<file path="src/hdl/mxe_pkg.sv">
// ----------------------------------------------------------------------------
// mxe_pkg: shared types and constants of the mini x86 instruction executor
// Instruction and result word layouts, operation and operand-kind codes,
// address generation and the fixed sizes used by more than one module.
// ----------------------------------------------------------------------------
`default_nettype none

package mxe_pkg;

	localparam int DATA_W        = 64;
	localparam int REG_NUM_W     = 4;
	localparam int SCALE_W       = 4;
	localparam int IB_W          = 8;
	localparam int MADDR_W       = 19;

	localparam int MEM_WORDS_DEF = 65536;
	localparam int NUM_REGS_DEF  = 16;

	localparam logic [REG_NUM_W-1:0] SP_REG     = 4'd4;
	localparam logic [DATA_W-1:0]    STACK_STEP = 64'h8;
	localparam logic [IB_W-1:0]      IB_RESET   = 8'd8;

	// Configuration port
	localparam int PADDR_W = 3;
	localparam int PDATA_W = 32;
	localparam logic [PADDR_W-3:0] REG_IB_IDX = '0;

	// Result queue
	localparam int OUTQ_DEPTH = 4;
	localparam int OQ_PTR_W   = $clog2(OUTQ_DEPTH);
	localparam int OQ_CNT_W   = $clog2(OUTQ_DEPTH + 1);

	typedef enum logic [2:0] {
		OP_MOV_RR = 3'd0,
		OP_MOV_RM = 3'd1,
		OP_MOV_MR = 3'd2,
		OP_ADD    = 3'd3,
		OP_PUSH   = 3'd4,
		OP_POP    = 3'd5,
		OP_CALL   = 3'd6,
		OP_RET    = 3'd7
	} op_t;

	// Operand forms; the memory forms name the address terms they add up.
	typedef enum logic [3:0] {
		KIND_NONE   = 4'd0,
		KIND_IMM    = 4'd1,
		KIND_REG    = 4'd2,
		KIND_M_D    = 4'd3,
		KIND_M_B    = 4'd4,
		KIND_M_DB   = 4'd5,
		KIND_M_BX   = 4'd6,
		KIND_M_DBX  = 4'd7,
		KIND_M_XS   = 4'd8,
		KIND_M_DXS  = 4'd9,
		KIND_M_BXS  = 4'd10,
		KIND_M_DBXS = 4'd11
	} kind_t;

	// Packed with the first field in the highest bits.
	typedef struct packed {
		logic [SCALE_W-1:0]   dst_scale;
		logic [REG_NUM_W-1:0] dst_index;
		logic [REG_NUM_W-1:0] dst_base;
		logic [DATA_W-1:0]    dst_imm;
		kind_t                dst_kind;
		logic [SCALE_W-1:0]   src_scale;
		logic [REG_NUM_W-1:0] src_index;
		logic [REG_NUM_W-1:0] src_base;
		logic [DATA_W-1:0]    src_imm;
		kind_t                src_kind;
		op_t                  operation;
	} instr_t;

	typedef struct packed {
		logic [DATA_W-1:0]    mem_value;
		logic [MADDR_W-1:0]   mem_address;
		logic                 mem_written;
		logic [DATA_W-1:0]    reg_value;
		logic [REG_NUM_W-1:0] written_reg;
		logic                 reg_written;
		logic [DATA_W-1:0]    stack_pointer;
		logic [DATA_W-1:0]    next_pc;
	} res_t;

	localparam int INS_W       = $bits(instr_t);
	localparam int RES_W       = $bits(res_t);
	localparam int IN_TDATA_W  = ((INS_W + 7) / 8) * 8;
	localparam int OUT_TDATA_W = ((RES_W + 7) / 8) * 8;

	function automatic logic is_mem_kind(input kind_t k);
		return (k >= KIND_M_D) && (k <= KIND_M_DBXS);
	endfunction

	// Effective address: displacement + base + index or index * scale, mod 2^64.
	function automatic logic [DATA_W-1:0] eff_addr(
		input kind_t              k,
		input logic [DATA_W-1:0]  imm,
		input logic [DATA_W-1:0]  rb,
		input logic [DATA_W-1:0]  rx,
		input logic [SCALE_W-1:0] s
	);
		logic [DATA_W-1:0] t_imm;
		logic [DATA_W-1:0] t_base;
		logic [DATA_W-1:0] t_idx;
		logic [DATA_W-1:0] scaled;
		scaled = rx * DATA_W'(s);
		t_imm  = '0;
		t_base = '0;
		t_idx  = '0;
		case (k)
			KIND_M_D: begin
				t_imm = imm;
			end
			KIND_M_B: begin
				t_base = rb;
			end
			KIND_M_DB: begin
				t_imm  = imm;
				t_base = rb;
			end
			KIND_M_BX: begin
				t_base = rb;
				t_idx  = rx;
			end
			KIND_M_DBX: begin
				t_imm  = imm;
				t_base = rb;
				t_idx  = rx;
			end
			KIND_M_XS: begin
				t_idx = scaled;
			end
			KIND_M_DXS: begin
				t_imm = imm;
				t_idx = scaled;
			end
			KIND_M_BXS: begin
				t_base = rb;
				t_idx  = scaled;
			end
			KIND_M_DBXS: begin
				t_imm  = imm;
				t_base = rb;
				t_idx  = scaled;
			end
			default: begin
				t_imm = '0;
			end
		endcase
		return t_imm + t_base + t_idx;
	endfunction

endpackage

`default_nettype wire

</file>
<file path="src/hdl/mxe_ram.sv">
// ----------------------------------------------------------------------------
// mxe_ram: synchronous single-port-write, single-port-read memory
// Read data is registered; a read of the entry being written in the same
// cycle returns the new data.
// ----------------------------------------------------------------------------
`default_nettype none

module mxe_ram import mxe_pkg::*; #(
	parameter int DEPTH = NUM_REGS_DEF,
	parameter int WIDTH = DATA_W,
	localparam int AW   = $clog2(DEPTH)
) (
	input  logic             clk,
	input  logic             we,
	input  logic [AW-1:0]    waddr,
	input  logic [WIDTH-1:0] wdata,
	input  logic [AW-1:0]    raddr,
	output logic [WIDTH-1:0] rdata
);

	logic [WIDTH-1:0] mem [DEPTH];

	always_ff @(posedge clk) begin
		if (we) begin
			mem[waddr] <= wdata;
		end
		if (we && (waddr == raddr)) begin
			rdata <= wdata;
		end else begin
			rdata <= mem[raddr];
		end
	end

endmodule

`default_nettype wire

</file>
<file path="config.mk">
export PLATFORM = sky130hd
export DESIGN_NAME = mxe_ram
export DESIGN_NICKNAME = d
export VERILOG_FILES = /design/src/hdl/mxe_pkg.sv /design/src/hdl/mxe_ram.sv
export SDC_FILE = /design/constraint.sdc
export NUM_CORES = 1
export LEC_CHECK = 0
export ABC_CLOCK_PERIOD_IN_PS = 7100
export BUFFER_PORTS_ARGS = -buffer_cell sky130_fd_sc_hd__buf_2
export CORE_MARGIN = 2
export CORE_UTILIZATION = 45
export CTS_CLUSTER_DIAMETER = 50
export DETAILED_ROUTE_END_ITERATION = 8
export PLACE_DENSITY = 0.65
export RECOVER_POWER = 50
export SLEW_MARGIN = 40
export SYNTH_ARGS = -nofsm -noshare
export SYNTH_HDL_FRONTEND = slang
export SYNTH_SLANG_ARGS = --single-unit
export TNS_END_PERCENT = 1
</file>
<file path="constraint.sdc">
create_clock -name clk -period 7.1 [get_ports clk]
set_input_delay 0 -clock clk [delete_from_list [all_inputs] [get_ports clk]]
set_output_delay 0 -clock clk [all_outputs]
set_load 0.05 [all_outputs]
</file>
==> impl_metrics.tcl <==
set metrics [dict create \
    crit_path_end "rdata[51]" \
    htree_levels 3 \
    critPathMaxFanout 63 \
    wl_met2_um 41700 \
    drc_errors 0 \
    clock_power_share_pct 43.1 \
    outcome "completed" \
    synth-xor-area-share_pct 0 \
    die_w_um 296 \
    io_buffers 137 \
    die_area_um2 87600 \
    slew_viol_final 0 \
    switching_share_pct 21.8 \
    yosysMostFrequentCell "edfxtp_1" \
    drt-initial-drc-count 1799 \
    end_kind "primary output" \
    p_leak_nw 14.3 \
    powerDensity_nw_per_um2 297 \
    ant_nets 0 \
    cts_resized 0 \
    initial_core_util_pct 45.2 \
    grt_usage_pct 19.7 \
    cp.arrival_ps 3650 \
    cts_buffers 103 \
    yosysWarnings 0 \
    seqPwrFrac_pct 51.0 \
    hold_path_class "in -> reg" \
    synth_top_family_by_area "multiplexers" \
    cts_tree "built" \
    yosysTopAreaCellShare_pct 80.1 \
    highest_layer "met5" \
    cts.clk_slew.worst_paths_ps 60 \
    clock_sinks 1028 \
    met3_length_um 6940 \
    rows 107 \
    fin_tns_setup_ps 0 \
    ys_ff_latch 1028 \
    combPwrFrac_pct 5.9 \
    synthAdderAreaFrac_pct 0 \
    syn_area_um2 38400 \
    vias 17900 \
    clk_path_buf_depth 3 \
    core_area_um2 84900 \
    drv_cap 0 \
    totalWireLength_um 85300 \
    synth_compound_area_share_pct 2.50 \
    hpwlAfterDp_um 43400 \
    ys_seq_area_share_pct 80.3 \
    synthTopCellsByArea "edfxtp_1 (80%), mux4_2 (15%), a22oi_1 (2.5%)" \
    cts_root_buffer "clkbuf_16" \
    async_flop_share_pct 0 \
    startpoint_type "register" \
    fin_crit_sh_pct 51.4 \
    switchingPower_mw 2.92 \
    synth_largest_area_cell "edfxtp_1" \
    syn_inst 1587 \
    synth_ff_type "edfxtp_1" \
    die_y_um 296 \
    wl_per_cell_um 27.5 \
    p_int_mw 10.5 \
    finalHoldViolCount 0 \
    synth_mux_area_share_pct 15.0 \
    holdWs_ps 53.3 \
    critPathKind "reg -> out" \
    grt_pass1_wl_um 125000 \
    wl_met1_um 35300 \
    layout.nets 1942 \
    via_per_inst 5.78 \
    worstMarginPinSlew_ps 1360 \
    synthTopCellsByCount "edfxtp_1 (1024), mux4_2 (256), a22oi_1 (128)" \
    min_period_ps 3650 \
    synth-simple-area-share_pct 0.971 \
    first_pass_iters 5 \
    relSlewSlack_pct 9.21 \
    synth-edff-count 1024 \
    synth_cell_types 18 \
    grt_pass1_vias 18600 \
    peakVddDrop_mv 0.241 \
    setup_viol_count_final 0 \
    worstPathRequired_ps 7100 \
    largest_reg_flops 1024 \
    layout-drive-gt1-share_pct 28.6 \
    rsz0062_at_grt "false" \
    max_freq_mhz 274 \
    top_regs "mem x1024" \
    syn_to_final_growth_pct 17.7 \
    syn_nets 1661 \
    grt-ovfl-total 0 \
    top_register "mem" \
    cts_setup_buffers 0 \
    synth_area_per_cell_um2 24.2 \
    io_pins 138 \
    grt_antenna_before_repair 9 \
    grt_max_degree 95 \
    gp_congestion 0.727 \
]
==> routing by layer <==
metal  vias up  GRT usage (%)
met5         -              0
met4        14           4.10
met1      9694           27.9
met2       674           31.5
met3       120           4.80
li1       7444              -
==> power groups by stage <==
stage / Sequential [mW] / Combinational, mW / Clock [mW]
global placement: 6.96 / 0.747 / 0
detailed placement: 6.97 / 0.776 / 0
global route: 6.85 / 0.848 / 6.11
finish: 6.84 / 0.797 / 5.78
floorplan: 6.95 / 0.500 / 0
CTS: 6.84 / 0.812 / 5.87
==> kinds of logic after synthesis <==
kind of cell	Yosys count
DFF	1028
muxes	256
AOI/OAI and AO/OA	128
and+or+nand+nor	91
buffers and inverters	84
==> how the worst min path moves through the flow <==
| stage | start | endpoint | slack (ps) | cells past startpoint |
|---|---|---|---|---|
| after floorplan | raddr[0] | register | 30 | 0 |
| after CTS | waddr[0] | mem[8][20]$_DFFE_PP_ | 2 | 3 |
| after global routing | waddr[3] | mem[2][17]$_DFFE_PP_ | 70 | 3 |
| final | waddr[3] | mem[2][17]$_DFFE_PP_ | 50 | 3 |
| after detailed placement | raddr[1] | register | 100 | 1 |
| after global placement | raddr[1] | register | 110 | 1 |
==> layout make-up <==
cell class | instances | area, um^2
timing repair buffer | 260 | 2000
multi-input combinational | 475 | 7210
antenna | 2 | 5.00
clock buffer | 118 | 2640
tap | 1144 | 1430
fill | 6468 | 39700
sequential | 1028 | 30800
clock inverter | 76 | 1040
==> cells in the final DEF, fill, tap and decap left out, types with 2 or more instances in the layout <==
cell type	instances
a22oi_1	128
buf_12	6
buf_16	9
buf_2	70
buf_4	24
buf_6	8
bufinv_16	19
clkbuf_1	84
clkbuf_16	104
clkinv_1	13
clkinv_2	14
clkinv_4	8
clkinv_8	5
clkinvlp_4	8
dfxtp_1	2
dfxtp_4	2
diode_2	2
dlygate4sd3_1	72
edfxtp_1	1024
inv_16	3
inv_6	4
mux4_2	256
nand2_1	65
nand2b_1	2
nand3b_1	2
nor2_1	3
nor2_4	10
nor2b_4	2
nor3_2	3
==> worst max-delay path: stages (launching register included) <==
cell and delay, ps:
dfxtp_4 830, buf_12 340, buf_16 420, mux4_2 590, a22oi_1 340, nand2_1 140
buf_2 240
==> what timing repair did <==
action / in CTS / in global routing
hold buffers: 72 / 0
endpoints found under the setup margin: 0 / 0
endpoints found under the hold margin: 1028 / 0
==> stage by stage <==
| stage | std cells | instance area [um^2] | total power [mW] | util (%) | setup WS, ps |
|---|---|---|---|---|---|
| 2_1_floorplan | 1587 | 38400 | 7.46 | - | 1670 |
| 3_3_place_gp | 2819 | 40500 | 7.71 | 47.7 | 4030 |
| 3_5_place_dp | 2829 | 40800 | 7.74 | 48.0 | 4080 |
| 4_1_cts | 3095 | 45200 | 13.5 | 53.2 | 3380 |
| 5_1_grt | 3101 | 45200 | 13.8 | 53.2 | 3120 |
| 6_report | 3103 | 45200 | 13.4 | 53.2 | 3450 |
Power figures use the tool's default switching activity.
