===== src/hdl/mxe_pkg.sv =====
// ----------------------------------------------------------------------------
// mxe_pkg: shared types and constants of the mini x86 instruction executor
// Instruction and result word layouts, operation and operand-kind codes,
// address generation and the fixed sizes used by more than one module.
// ----------------------------------------------------------------------------
`default_nettype none

package mxe_pkg;

	localparam int DATA_W        = 64;
	localparam int REG_NUM_W     = 4;
	localparam int SCALE_W       = 4;
	localparam int IB_W          = 8;
	localparam int MADDR_W       = 19;

	localparam int MEM_WORDS_DEF = 65536;
	localparam int NUM_REGS_DEF  = 16;

	localparam logic [REG_NUM_W-1:0] SP_REG     = 4'd4;
	localparam logic [DATA_W-1:0]    STACK_STEP = 64'h8;
	localparam logic [IB_W-1:0]      IB_RESET   = 8'd8;

	// Configuration port
	localparam int PADDR_W = 3;
	localparam int PDATA_W = 32;
	localparam logic [PADDR_W-3:0] REG_IB_IDX = '0;

	// Result queue
	localparam int OUTQ_DEPTH = 4;
	localparam int OQ_PTR_W   = $clog2(OUTQ_DEPTH);
	localparam int OQ_CNT_W   = $clog2(OUTQ_DEPTH + 1);

	typedef enum logic [2:0] {
		OP_MOV_RR = 3'd0,
		OP_MOV_RM = 3'd1,
		OP_MOV_MR = 3'd2,
		OP_ADD    = 3'd3,
		OP_PUSH   = 3'd4,
		OP_POP    = 3'd5,
		OP_CALL   = 3'd6,
		OP_RET    = 3'd7
	} op_t;

	// Operand forms; the memory forms name the address terms they add up.
	typedef enum logic [3:0] {
		KIND_NONE   = 4'd0,
		KIND_IMM    = 4'd1,
		KIND_REG    = 4'd2,
		KIND_M_D    = 4'd3,
		KIND_M_B    = 4'd4,
		KIND_M_DB   = 4'd5,
		KIND_M_BX   = 4'd6,
		KIND_M_DBX  = 4'd7,
		KIND_M_XS   = 4'd8,
		KIND_M_DXS  = 4'd9,
		KIND_M_BXS  = 4'd10,
		KIND_M_DBXS = 4'd11
	} kind_t;

	// Packed with the first field in the highest bits.
	typedef struct packed {
		logic [SCALE_W-1:0]   dst_scale;
		logic [REG_NUM_W-1:0] dst_index;
		logic [REG_NUM_W-1:0] dst_base;
		logic [DATA_W-1:0]    dst_imm;
		kind_t                dst_kind;
		logic [SCALE_W-1:0]   src_scale;
		logic [REG_NUM_W-1:0] src_index;
		logic [REG_NUM_W-1:0] src_base;
		logic [DATA_W-1:0]    src_imm;
		kind_t                src_kind;
		op_t                  operation;
	} instr_t;

	typedef struct packed {
		logic [DATA_W-1:0]    mem_value;
		logic [MADDR_W-1:0]   mem_address;
		logic                 mem_written;
		logic [DATA_W-1:0]    reg_value;
		logic [REG_NUM_W-1:0] written_reg;
		logic                 reg_written;
		logic [DATA_W-1:0]    stack_pointer;
		logic [DATA_W-1:0]    next_pc;
	} res_t;

	localparam int INS_W       = $bits(instr_t);
	localparam int RES_W       = $bits(res_t);
	localparam int IN_TDATA_W  = ((INS_W + 7) / 8) * 8;
	localparam int OUT_TDATA_W = ((RES_W + 7) / 8) * 8;

	function automatic logic is_mem_kind(input kind_t k);
		return (k >= KIND_M_D) && (k <= KIND_M_DBXS);
	endfunction

	// Effective address: displacement + base + index or index * scale, mod 2^64.
	function automatic logic [DATA_W-1:0] eff_addr(
		input kind_t              k,
		input logic [DATA_W-1:0]  imm,
		input logic [DATA_W-1:0]  rb,
		input logic [DATA_W-1:0]  rx,
		input logic [SCALE_W-1:0] s
	);
		logic [DATA_W-1:0] t_imm;
		logic [DATA_W-1:0] t_base;
		logic [DATA_W-1:0] t_idx;
		logic [DATA_W-1:0] scaled;
		scaled = rx * DATA_W'(s);
		t_imm  = '0;
		t_base = '0;
		t_idx  = '0;
		case (k)
			KIND_M_D: begin
				t_imm = imm;
			end
			KIND_M_B: begin
				t_base = rb;
			end
			KIND_M_DB: begin
				t_imm  = imm;
				t_base = rb;
			end
			KIND_M_BX: begin
				t_base = rb;
				t_idx  = rx;
			end
			KIND_M_DBX: begin
				t_imm  = imm;
				t_base = rb;
				t_idx  = rx;
			end
			KIND_M_XS: begin
				t_idx = scaled;
			end
			KIND_M_DXS: begin
				t_imm = imm;
				t_idx = scaled;
			end
			KIND_M_BXS: begin
				t_base = rb;
				t_idx  = scaled;
			end
			KIND_M_DBXS: begin
				t_imm  = imm;
				t_base = rb;
				t_idx  = scaled;
			end
			default: begin
				t_imm = '0;
			end
		endcase
		return t_imm + t_base + t_idx;
	endfunction

endpackage

`default_nettype wire


===== src/hdl/mxe_outq.sv =====
// ----------------------------------------------------------------------------
// mxe_outq: result queue in front of the output stream
// A small first-in first-out queue; the executor only starts an instruction
// when a slot is certain to be free, so a push never finds it full.
// ----------------------------------------------------------------------------
`default_nettype none

module mxe_outq import mxe_pkg::*; (
	input  logic                clk,
	input  logic                arst_n,
	input  logic                push,
	input  res_t                wr_res,
	output logic                rd_valid,
	input  logic                rd_ready,
	output res_t                rd_res,
	output logic [OQ_CNT_W-1:0] count
);

	res_t                ent_q [OUTQ_DEPTH];
	logic [OQ_PTR_W-1:0] wr_ptr_q;
	logic [OQ_PTR_W-1:0] rd_ptr_q;
	logic [OQ_CNT_W-1:0] cnt_q;
	logic                pop;

	assign rd_valid = (cnt_q != '0);
	assign pop      = rd_valid && rd_ready;
	assign rd_res   = ent_q[rd_ptr_q];
	assign count    = cnt_q;

	always_ff @(posedge clk or negedge arst_n) begin
		if (!arst_n) begin
			wr_ptr_q <= '0;
			rd_ptr_q <= '0;
			cnt_q    <= '0;
		end else begin
			if (push) begin
				wr_ptr_q <= wr_ptr_q + 1'b1;
			end
			if (pop) begin
				rd_ptr_q <= rd_ptr_q + 1'b1;
			end
			case ({push, pop})
				2'b10: cnt_q <= cnt_q + 1'b1;
				2'b01: cnt_q <= cnt_q - 1'b1;
				default: cnt_q <= cnt_q;
			endcase
		end
	end

	always_ff @(posedge clk) begin
		if (push) begin
			ent_q[wr_ptr_q] <= wr_res;
		end
	end

	// A word pushed into an empty queue is offered unchanged on the next cycle.
	a_empty_push_shows: assert property (@(posedge clk) disable iff (!arst_n)
		push && (cnt_q == '0) |=> rd_valid && (rd_res == $past(wr_res)))
		else $error("result pushed into empty queue not presented");

	a_no_overflow: assert property (@(posedge clk) disable iff (!arst_n)
		push |-> (cnt_q < OQ_CNT_W'(OUTQ_DEPTH)))
		else $error("result queue overflow");

endmodule

`default_nettype wire


===== config.mk =====
export PLATFORM = sky130hd
export DESIGN_NAME = mxe_outq
export DESIGN_NICKNAME = d
export VERILOG_FILES = /design/src/hdl/mxe_pkg.sv /design/src/hdl/mxe_outq.sv
export SDC_FILE = /design/constraint.sdc
export NUM_CORES = 1
export LEC_CHECK = 0
export ABC_AREA = 0
export BUFFER_PORTS_ARGS = -buffer_cell sky130_fd_sc_hd__buf_2
export CORE_UTILIZATION = 55
export CTS_CLUSTER_DIAMETER = 30
export DETAILED_ROUTE_END_ITERATION = 8
export GPL_TIMING_DRIVEN = 0
export PLACE_DENSITY = 0.74
export SYNTH_ARGS = -nofsm -noshare
export SYNTH_HDL_FRONTEND = slang
export SYNTH_SLANG_ARGS = --single-unit

===== constraint.sdc =====
create_clock -name clk -period 8.45 [get_ports clk]
set_input_delay 0.845 -clock clk [delete_from_list [all_inputs] [get_ports clk]]
set_output_delay 0.845 -clock clk [all_outputs]
set_load 0.02 [all_outputs]

==> results summary, run 1 <==
The overall track demand over capacity in global routing came out at 23.4%. The combined area of all synthesized cells is between 0.04 and 0.05 sq mm. The sequential area share after synthesis came out at roughly 82%. The final routed DRC violation total is 0.

Setup repair after global routing left no endpoint under its margin. The post-layout utilization of the core came out at about 70%. Walking the worst path, the cells encountered are clkbuf_1 -> buf_2 -> mux4_2 -> buf_2. The first global-routing pass estimated around 130000 um of wire. Subtracting the final worst setup slack from the clock period gives between 3 and 4 ns. The number of warning messages in the yosys log is 0. The worst register-to-register path ends at ent_q[3][127]. In this run the clock root is driven by a sky130_fd_sc_hd__clkbuf_16.

The routability congestion estimate came out at approximately 0.75. The length in cells of the worst reg-to-reg path came out at 5. The largest individual stage delay along the critical path comes from the cell sky130_fd_sc_hd__clkbuf_1. For the worst setup path, the data required time is 7.61 ns.

The startpoint of the lowest-slack hold path is wr_res[263]. The worst setup path is launched from a flop. The die is about 280 um wide.

The clock passes through at most 3 buffers. Leaving out fill and tap cells, the most frequent cells in the layout are sky130_fd_sc_hd__edfxtp_1 (1124), sky130_fd_sc_hd__buf_2 (597), sky130_fd_sc_hd__mux4_2 (281), sky130_fd_sc_hd__clkbuf_16 (177), sky130_fd_sc_hd__clkinv_1 (28). The count of cells resized by post-cts repair is 0. The number of antenna violations at the first check in global routing came to 36. The maximum resistive drop on vdd came out at ~0.0003 V.

The die covers approximately 0.076 sq mm. The depth of the critical timing path with buffers and inverters included is 4. The number of slew-limit violations in the final report is 0.

The power density over the cells is around 400 mW/mm^2. TritonCTS built the clock tree. The vias per cell is between 5 and 6.

STA puts the critical path data arrival time at 2.87 ns. The post-place instance area came out at about 0.046 sq mm. The average instance area after synthesis is 27.4 sq um. The number of clock sinks is about 1100. Counting every instance in the synthesized netlist gives 1504. In the final design database the tool counted approximately 2600 nets. The most used cell along the critical path is sky130_fd_sc_hd__buf_2.

sky130_fd_sc_hd__edfxtp_1 takes more of the synthesized area than any other cell. The number of I/O pins is 570. The final worst-path setup slack came out at about 4.7 ns. The number of placed instances, taps included, is between 3000 and 4000.

Ranked by total cell area, the synthesized netlist is headed by sky130_fd_sc_hd__edfxtp_1 (82%), sky130_fd_sc_hd__mux4_2 (15%), sky130_fd_sc_hd__buf_12 (1.1%). The share of the synthesized area in the top cell type came out at about four fifths. The area growth from synthesis to final layout came out at 25.9%. Across the run, the number of max-cap violations was 0.

Setup violations remaining at the end of the flow were counted as 0. The count of buffers inserted at the top-level ports came out at 569. Timing analysis after detailed placement gives a worst setup slack of between 5 and 6 ns. Excluding fillers, the count of instances in the completed layout stands at roughly 3400.

Between clock sinks in the finished design, the worst skew comes to roughly 0.019 ns. The upper clock frequency limit came out at 0.269 GHz. Wires add up to between 80000 and 90000 um.

The die is between 200 and 300 um tall. The source-to-sink clock delay at the later pin of the worst-skew pair came out at around 0.73 ns. The slew at the pin closest to its max-slew limit came out at 0.809 ns.

The core region is 0.0736 sq mm. The total iterations of the first detailed-routing run is 5. The netlist uses 20 different library cells. The critical path is of the reg2out type. On the critical path the largest part of the delay comes from buffers and inverters. Clock tree synthesis inserted a total of ~180 buffers. CTS built an H-tree with a depth of 4. Summed over all nets, the half-perimeter wirelength after detailed placement is 54300 um.

The area of all placed cells without fillers is 0.0519 sq mm. The path with the worst hold slack has its endpoint at ent_q[3][263]. After layout, the worst path uses a little over two fifths of the clock period. The design draws 0.0208 W. The worst register-to-register path begins at wr_ptr_q[0]. The net count after synthesis came out at around 1800. After synthesis the netlist holds a flip-flop and latch count of 1131. The flow ran to the end, and the final reports show no timing, DRC or antenna violations. The pin count of the biggest net entering global routing is 59. The number of nets with antenna violations after routing is 0. The buffer and inverter count on the worst path is 3. The effective utilization at floorplan is between 50% and 60%. Dividing the detail-routed wire length by the instance count gives 26.1 um. The headroom to the max-slew limit is 46.0%. In this run the static leakage power is around 18 nW.

The final number of hold-violating endpoints is 0. STA classifies the critical path endpoint as an output pin. The tightest min-delay check is of the in2reg type. The stage delay of the slowest cell on the critical path came out at approximately 0.65 ns.

After floorplanning, the core was divided into 99 placement rows. The total vias in the final route is between 15000 and 20000. After the first detailed-routing iteration, the DRC count stood at 1294. The worst setup slack for register-to-register paths is 5.88 ns.

The number of global-route vias before repair came out at 20400. The most common cell after layout, fill and taps aside is sky130_fd_sc_hd__edfxtp_1. The number of cells on the worst hold path is 1. After clock tree synthesis, the clock-pin slew on the worst setup and hold paths is 0.05 ns. The maximum fanout along the worst path is 10. The residual overflow from global routing came out at 0. The ratio of cells with drive above 1 in the final layout came out at roughly half.
[power by group]
part | internal, W | switching [W]
Combinational | 0.00248 | 0.00366
Clock | 0.00452 | 0.00258
Sequential | 0.00733 | 0.000236
Total | 0.0143 | 0.00648
[cells by family after synthesis]
kind of cell | Yosys count | share of synthesized area (%)
AND/OR/NAND/NOR | 8 | 0.103
adder cells (fa/ha/maj) | 6 | 0.201
AO/OA/AOI/OAI | 2 | 0.0334
XOR/XNOR | 6 | 0.128
buffers and inverters | 69 | 1.76
multiplexers | 282 | 15.4
flip-flops | 1131 | 82.4
[sequential cells by signal (all words and copies together) (netlist names)]
signal / cells
ent_q: 1124
wr_ptr_q: 2
count: 3
rd_ptr_q: 2
[synth_stat cells]
master	n
sky130_fd_sc_hd__mux4_2	281
sky130_fd_sc_hd__inv_1	6
sky130_fd_sc_hd__mux2i_1	1
sky130_fd_sc_hd__buf_12	22
sky130_fd_sc_hd__o31a_1	1
sky130_fd_sc_hd__xnor2_1	2
sky130_fd_sc_hd__edfxtp_1	1124
sky130_fd_sc_hd__fa_1	1
sky130_fd_sc_hd__o21ai_0	1
sky130_fd_sc_hd__clkbuf_1	3
sky130_fd_sc_hd__xor2_1	4
sky130_fd_sc_hd__buf_2	28
sky130_fd_sc_hd__nand2_1	2
sky130_fd_sc_hd__buf_6	9
sky130_fd_sc_hd__buf_4	1
sky130_fd_sc_hd__dfrtp_1	7
sky130_fd_sc_hd__nor2_1	1
sky130_fd_sc_hd__and2_1	4
sky130_fd_sc_hd__ha_1	5
sky130_fd_sc_hd__or3_1	1
[how the worst max path moves through the flow]
stage / end / slack, ns / from
floorplan: ent_q[0][0] / 0.59 / push
global placement: ent_q[3][164] / -4.69 / push
detailed placement: rd_res[115] / 5.36 / rd_ptr_q[1]
CTS: rd_res[1] / 4.55 / rd_ptr_q[1]
global route: rd_res[222] / 4.53 / rd_ptr_q[1]
finish: rd_res[1] / 4.74 / rd_ptr_q[1]
[through the flow]
step | setup TNS, ns | hold WS, ns
detailed placement | 0 | 0.531
finish | 0 | 0.315
global route | 0 | 0.271
global placement | -5101.63 | 0.507
CTS | 0 | 0.260
floorplan | 0 | 0.491
[what timing repair did]
action | 4_1_cts | 5_1_grt
buffers inserted | 0 | 0
hold endpoints to repair | 7 | 0
hold buffers | 1 | 0
[metal layers]
metal | wire [um] | vias to the layer above | global-route usage, %
met4 | 2970 | 34 | 10.1
met1 | 31400 | 10100 | 27.6
met2 | 46500 | 750 | 39.0
li1 | - | 8206 | -
met5 | 220 | - | 0
met3 | 7760 | 208 | 7.99
[cell type report]
class / instances / area (sq um)
fill: 4214 / 21700
buffer: 63 / 701
inverter: 6 / 22.5
timing repair buffer: 591 / 3430
tap: 959 / 1200
multi-input combinational: 304 / 6540
clock inverter: 127 / 1460
clock buffer: 198 / 4510
antenna: 26 / 65.1
sequential: 1131 / 33900
Power figures use the tool's default switching activity.
==> run 2, diff against run 1 <==
Settings changed: CORE_UTILIZATION 55 to 51, PLACE_DENSITY 0.74 to 0.72.
Clock period 8.45 ns to 3.3 ns, I/O delays scaled along.
==> run 2 against run 1 <==
Compared with the run above:
- sequential share of layout area decreased by 3.6 points
- power increased to 2.6 times the previous value
- setup slack got worse by 4.5 ns
- non-clock buffer count increased by 284
- final area increased by 5.9%
- utilization decreased by 1.3 points
- critical endpoint is now rd_res[227]
- largest cell class unchanged
==> results summary, run 2 (synthesized netlist as in run 1, its figures left out) <==
The flow ran to the end, and the final reports show no timing, DRC or antenna violations. The worst clock skew on the final layout was 0.0541 ns (+0.0353 ns). The final number of hold-violating endpoints was 0 (unchanged). The total iterations of the first detailed-routing run came out at 7 (+2).

The post-route minimum period is 3.02 ns. The post-detailed-placement half-perimeter wirelength was 55000 um (+1.3%). The total vias in the final route is 20600 (+6.7%). The number of slew-limit violations in the final report was 0 (unchanged). The power density over the cells is 988 mW/mm^2 (+150%). The final routed DRC violation total is 0 (unchanged). Leaving out fill and tap cells, the most frequent cell in the layout is sky130_fd_sc_hd__edfxtp_1. The instance count after placement with tap cells included is 3145 (+3.0%). The overall track demand over capacity in global routing was 23.3% (-0.070 points).

The sequential cell area is 0.0339 sq mm (unchanged). The vias per cell is 5.48 (-3.5%). The ratio of cells with drive above 1 in the final layout came out at 45.2% (-4.8 points). The count of buffers inserted at the top-level ports was 569 (unchanged). The register with the most flip-flops in the final layout is ent_q. The critical path arrival is 2.69 ns (-0.18 ns). The static leakage power was 19.3 nW (+7.0%). The detailed-route wire length per cell came to 25.3 um (-3.1%). The flip-flop count of the largest register after layout is 1124 (unchanged).

The source-to-sink clock delay at the later pin of the worst-skew pair was 0.72 ns (about the same). The first-pass GRT wire length is 139000 um (+9.0%). The floorplan die height is 286 um (+3.8%).

The total power consumption of the routed design came out at 0.0542 W (+160%). The final-report setup violation count came out at 0 (unchanged). The worst hold path belongs to the class in2reg.

The maximum fanout along the worst path came out at 10 (unchanged). The filler cell count in the final layout is 4692 (+11%). The upper clock frequency limit came out at between 0.3 and 0.4 GHz. The area of the core is 0.0794 sq mm (+7.9%). The total clock buffers created by CTS is 178 (+1.7%). The area growth from synthesis to final layout is 33.3%. The routability congestion estimate was 0.771 (+2.7%). The slew at the pin closest to its max-slew limit is 0.575 ns (-0.234 ns). The footprint of the multi-input gates came out at 0.00654 sq mm (unchanged). The clock input transition at the sequential cells of the worst setup and hold paths came out at 0.05 ns (about the same). The final worst-path setup slack is 0.277 ns (-4.46 ns). The required time at the endpoint of the critical path came out at 2.97 ns (-4.64 ns). The number of setup buffers added after CTS is 0 (unchanged). The final period utilization came out at between 90% and 100%. The area enclosed by the die boundary is 0.0819 sq mm (+7.8%). The headroom to the max-slew limit is 61.6% (+16 points). The worst setup path is of the reg2out kind.

The residual overflow from global routing came to 0 (unchanged). The largest buffer count on any clock path is 3 (unchanged). The total negative slack came out at 0 ns (unchanged). The root buffer cell is sky130_fd_sc_hd__clkbuf_16. The nature of the critical path startpoint is a flop.

The maximum level of the CTS H-tree is 4 (unchanged). The pin count of the biggest net entering global routing came out at 59 (unchanged). In the layout the commonest cells are sky130_fd_sc_hd__edfxtp_1 (1124), sky130_fd_sc_hd__buf_2 (597), sky130_fd_sc_hd__dlygate4sd3_1 (284), sky130_fd_sc_hd__mux4_2 (281), sky130_fd_sc_hd__clkbuf_16 (180). The number of standard cells in the layout, taps in and fillers out is 3764 (+11%). The die span in x is 286 um (+3.8%).

The first-iteration detailed-routing DRC count is 1267 (-2.1%). The sum of routed wire length over all layers is 95100 um (+7.1%). The post-placement worst setup slack is 0.564 ns (-4.79 ns). The sort of element at the end of the critical path is an output pin. The net count reported at finish came out at 2850 (+11%). The number of nets with antenna violations after routing came out at 0 (unchanged). The number of I/O pins is 570 (unchanged). The number of clock sinks is 1131 (unchanged). The maximum resistive drop on vdd came to 0.000898 V (+200%). Setup repair after global routing left no endpoint under its margin. TritonCTS built the clock tree. The effective utilization at floorplan was 51.9% (-4.1 points). The number of global-route vias before repair was 22400 (+9.8%). The standard-cell row count is 103 (+4.0%). The number of antenna violations at the first check in global routing is 13 (-64%). The count of max-cap constraint violations is 0 (unchanged).
[run 2: cell count changes in the layout (fill, tap and decap cells not counted), moves of 3 or more]
cell,delta
sky130_fd_sc_hd__diode_2,-16
sky130_fd_sc_hd__dlygate4sd3_1,+283
sky130_fd_sc_hd__clkbuf_16,+3
sky130_fd_sc_hd__clkbuf_1,-8
sky130_fd_sc_hd__clkbuf_2,+3
sky130_fd_sc_hd__clkinv_2,+4
sky130_fd_sc_hd__clkinv_8,-3
sky130_fd_sc_hd__buf_12,+3
[run 2: cell type report]
class / count / share of cell area (%)
clock buffer: 196 / 8.31
timing repair buffer: 875 / 11.4
tap: 1050 / 2.39
inverter: 6 / 0.0410
clock inverter: 129 / 2.79
antenna: 10 / 0.0456
multi-input combinational: 304 / 11.9
sequential: 1131 / 61.8
buffer: 63 / 1.28
[run 2: stage by stage]
stage / hold WS (ns) / cell area, sq um / utilization [%]
after CTS: 0.0241 / 54900 / 69.1
after detailed placement: 0.188 / 45900 / 57.9
after floorplan: 0.0344 / 41200 / -
after global placement: 0.184 / 45400 / 57.1
after global routing: 0.0437 / 54900 / 69.1
final: 0.0947 / 54900 / 69.2
[run 2: critical path, cell delays in order, from the launching register on]
cell and delay [ns]:
sky130_fd_sc_hd__dfrtp_1 0.46, sky130_fd_sc_hd__clkbuf_2 0.38, sky130_fd_sc_hd__buf_2 0.41, sky130_fd_sc_hd__mux4_2 0.49, sky130_fd_sc_hd__buf_2 0.21
[run 2: worst paths after layout]
kind	slack [ns]	endpoint	cells after the start	start
max in group asynchronous	2.40	wr_ptr_q[0]	3	arst_n
setup reg to reg	0.65	ent_q[2][197]	6	wr_ptr_q[0]
min in group asynchronous	0.62	count[0]	3	arst_n
setup / recovery	0.28	rd_res[227]	4	rd_ptr_q[1]
hold / removal	0.09	rd_ptr_q[0]	3	rd_ready
hold reg to reg	0.58	count[2]	1	count[2]
[run 2: layer usage]
layer / wire length, um / vias up / global-route usage, %
met4: 3300 / 10 / 9.89
met2: 49500 / 912 / 39.4
met1: 34000 / 10700 / 27.5
li1: - / 8786 / -
met5: 60 / - / 0
met3: 8370 / 202 / 7.38
[run 2: what timing repair did]
action,CTS,global route
gates resized for setup,3,0
setup endpoints to repair,117,0
hold endpoints to repair,1133,0
hold buffers,284,0
[run 2: power by group]
part           internal, W  total, W  switching (W)
combinational      0.00659    0.0162        0.00963
sequential          0.0188    0.0194       0.000630
clock               0.0118    0.0186        0.00678
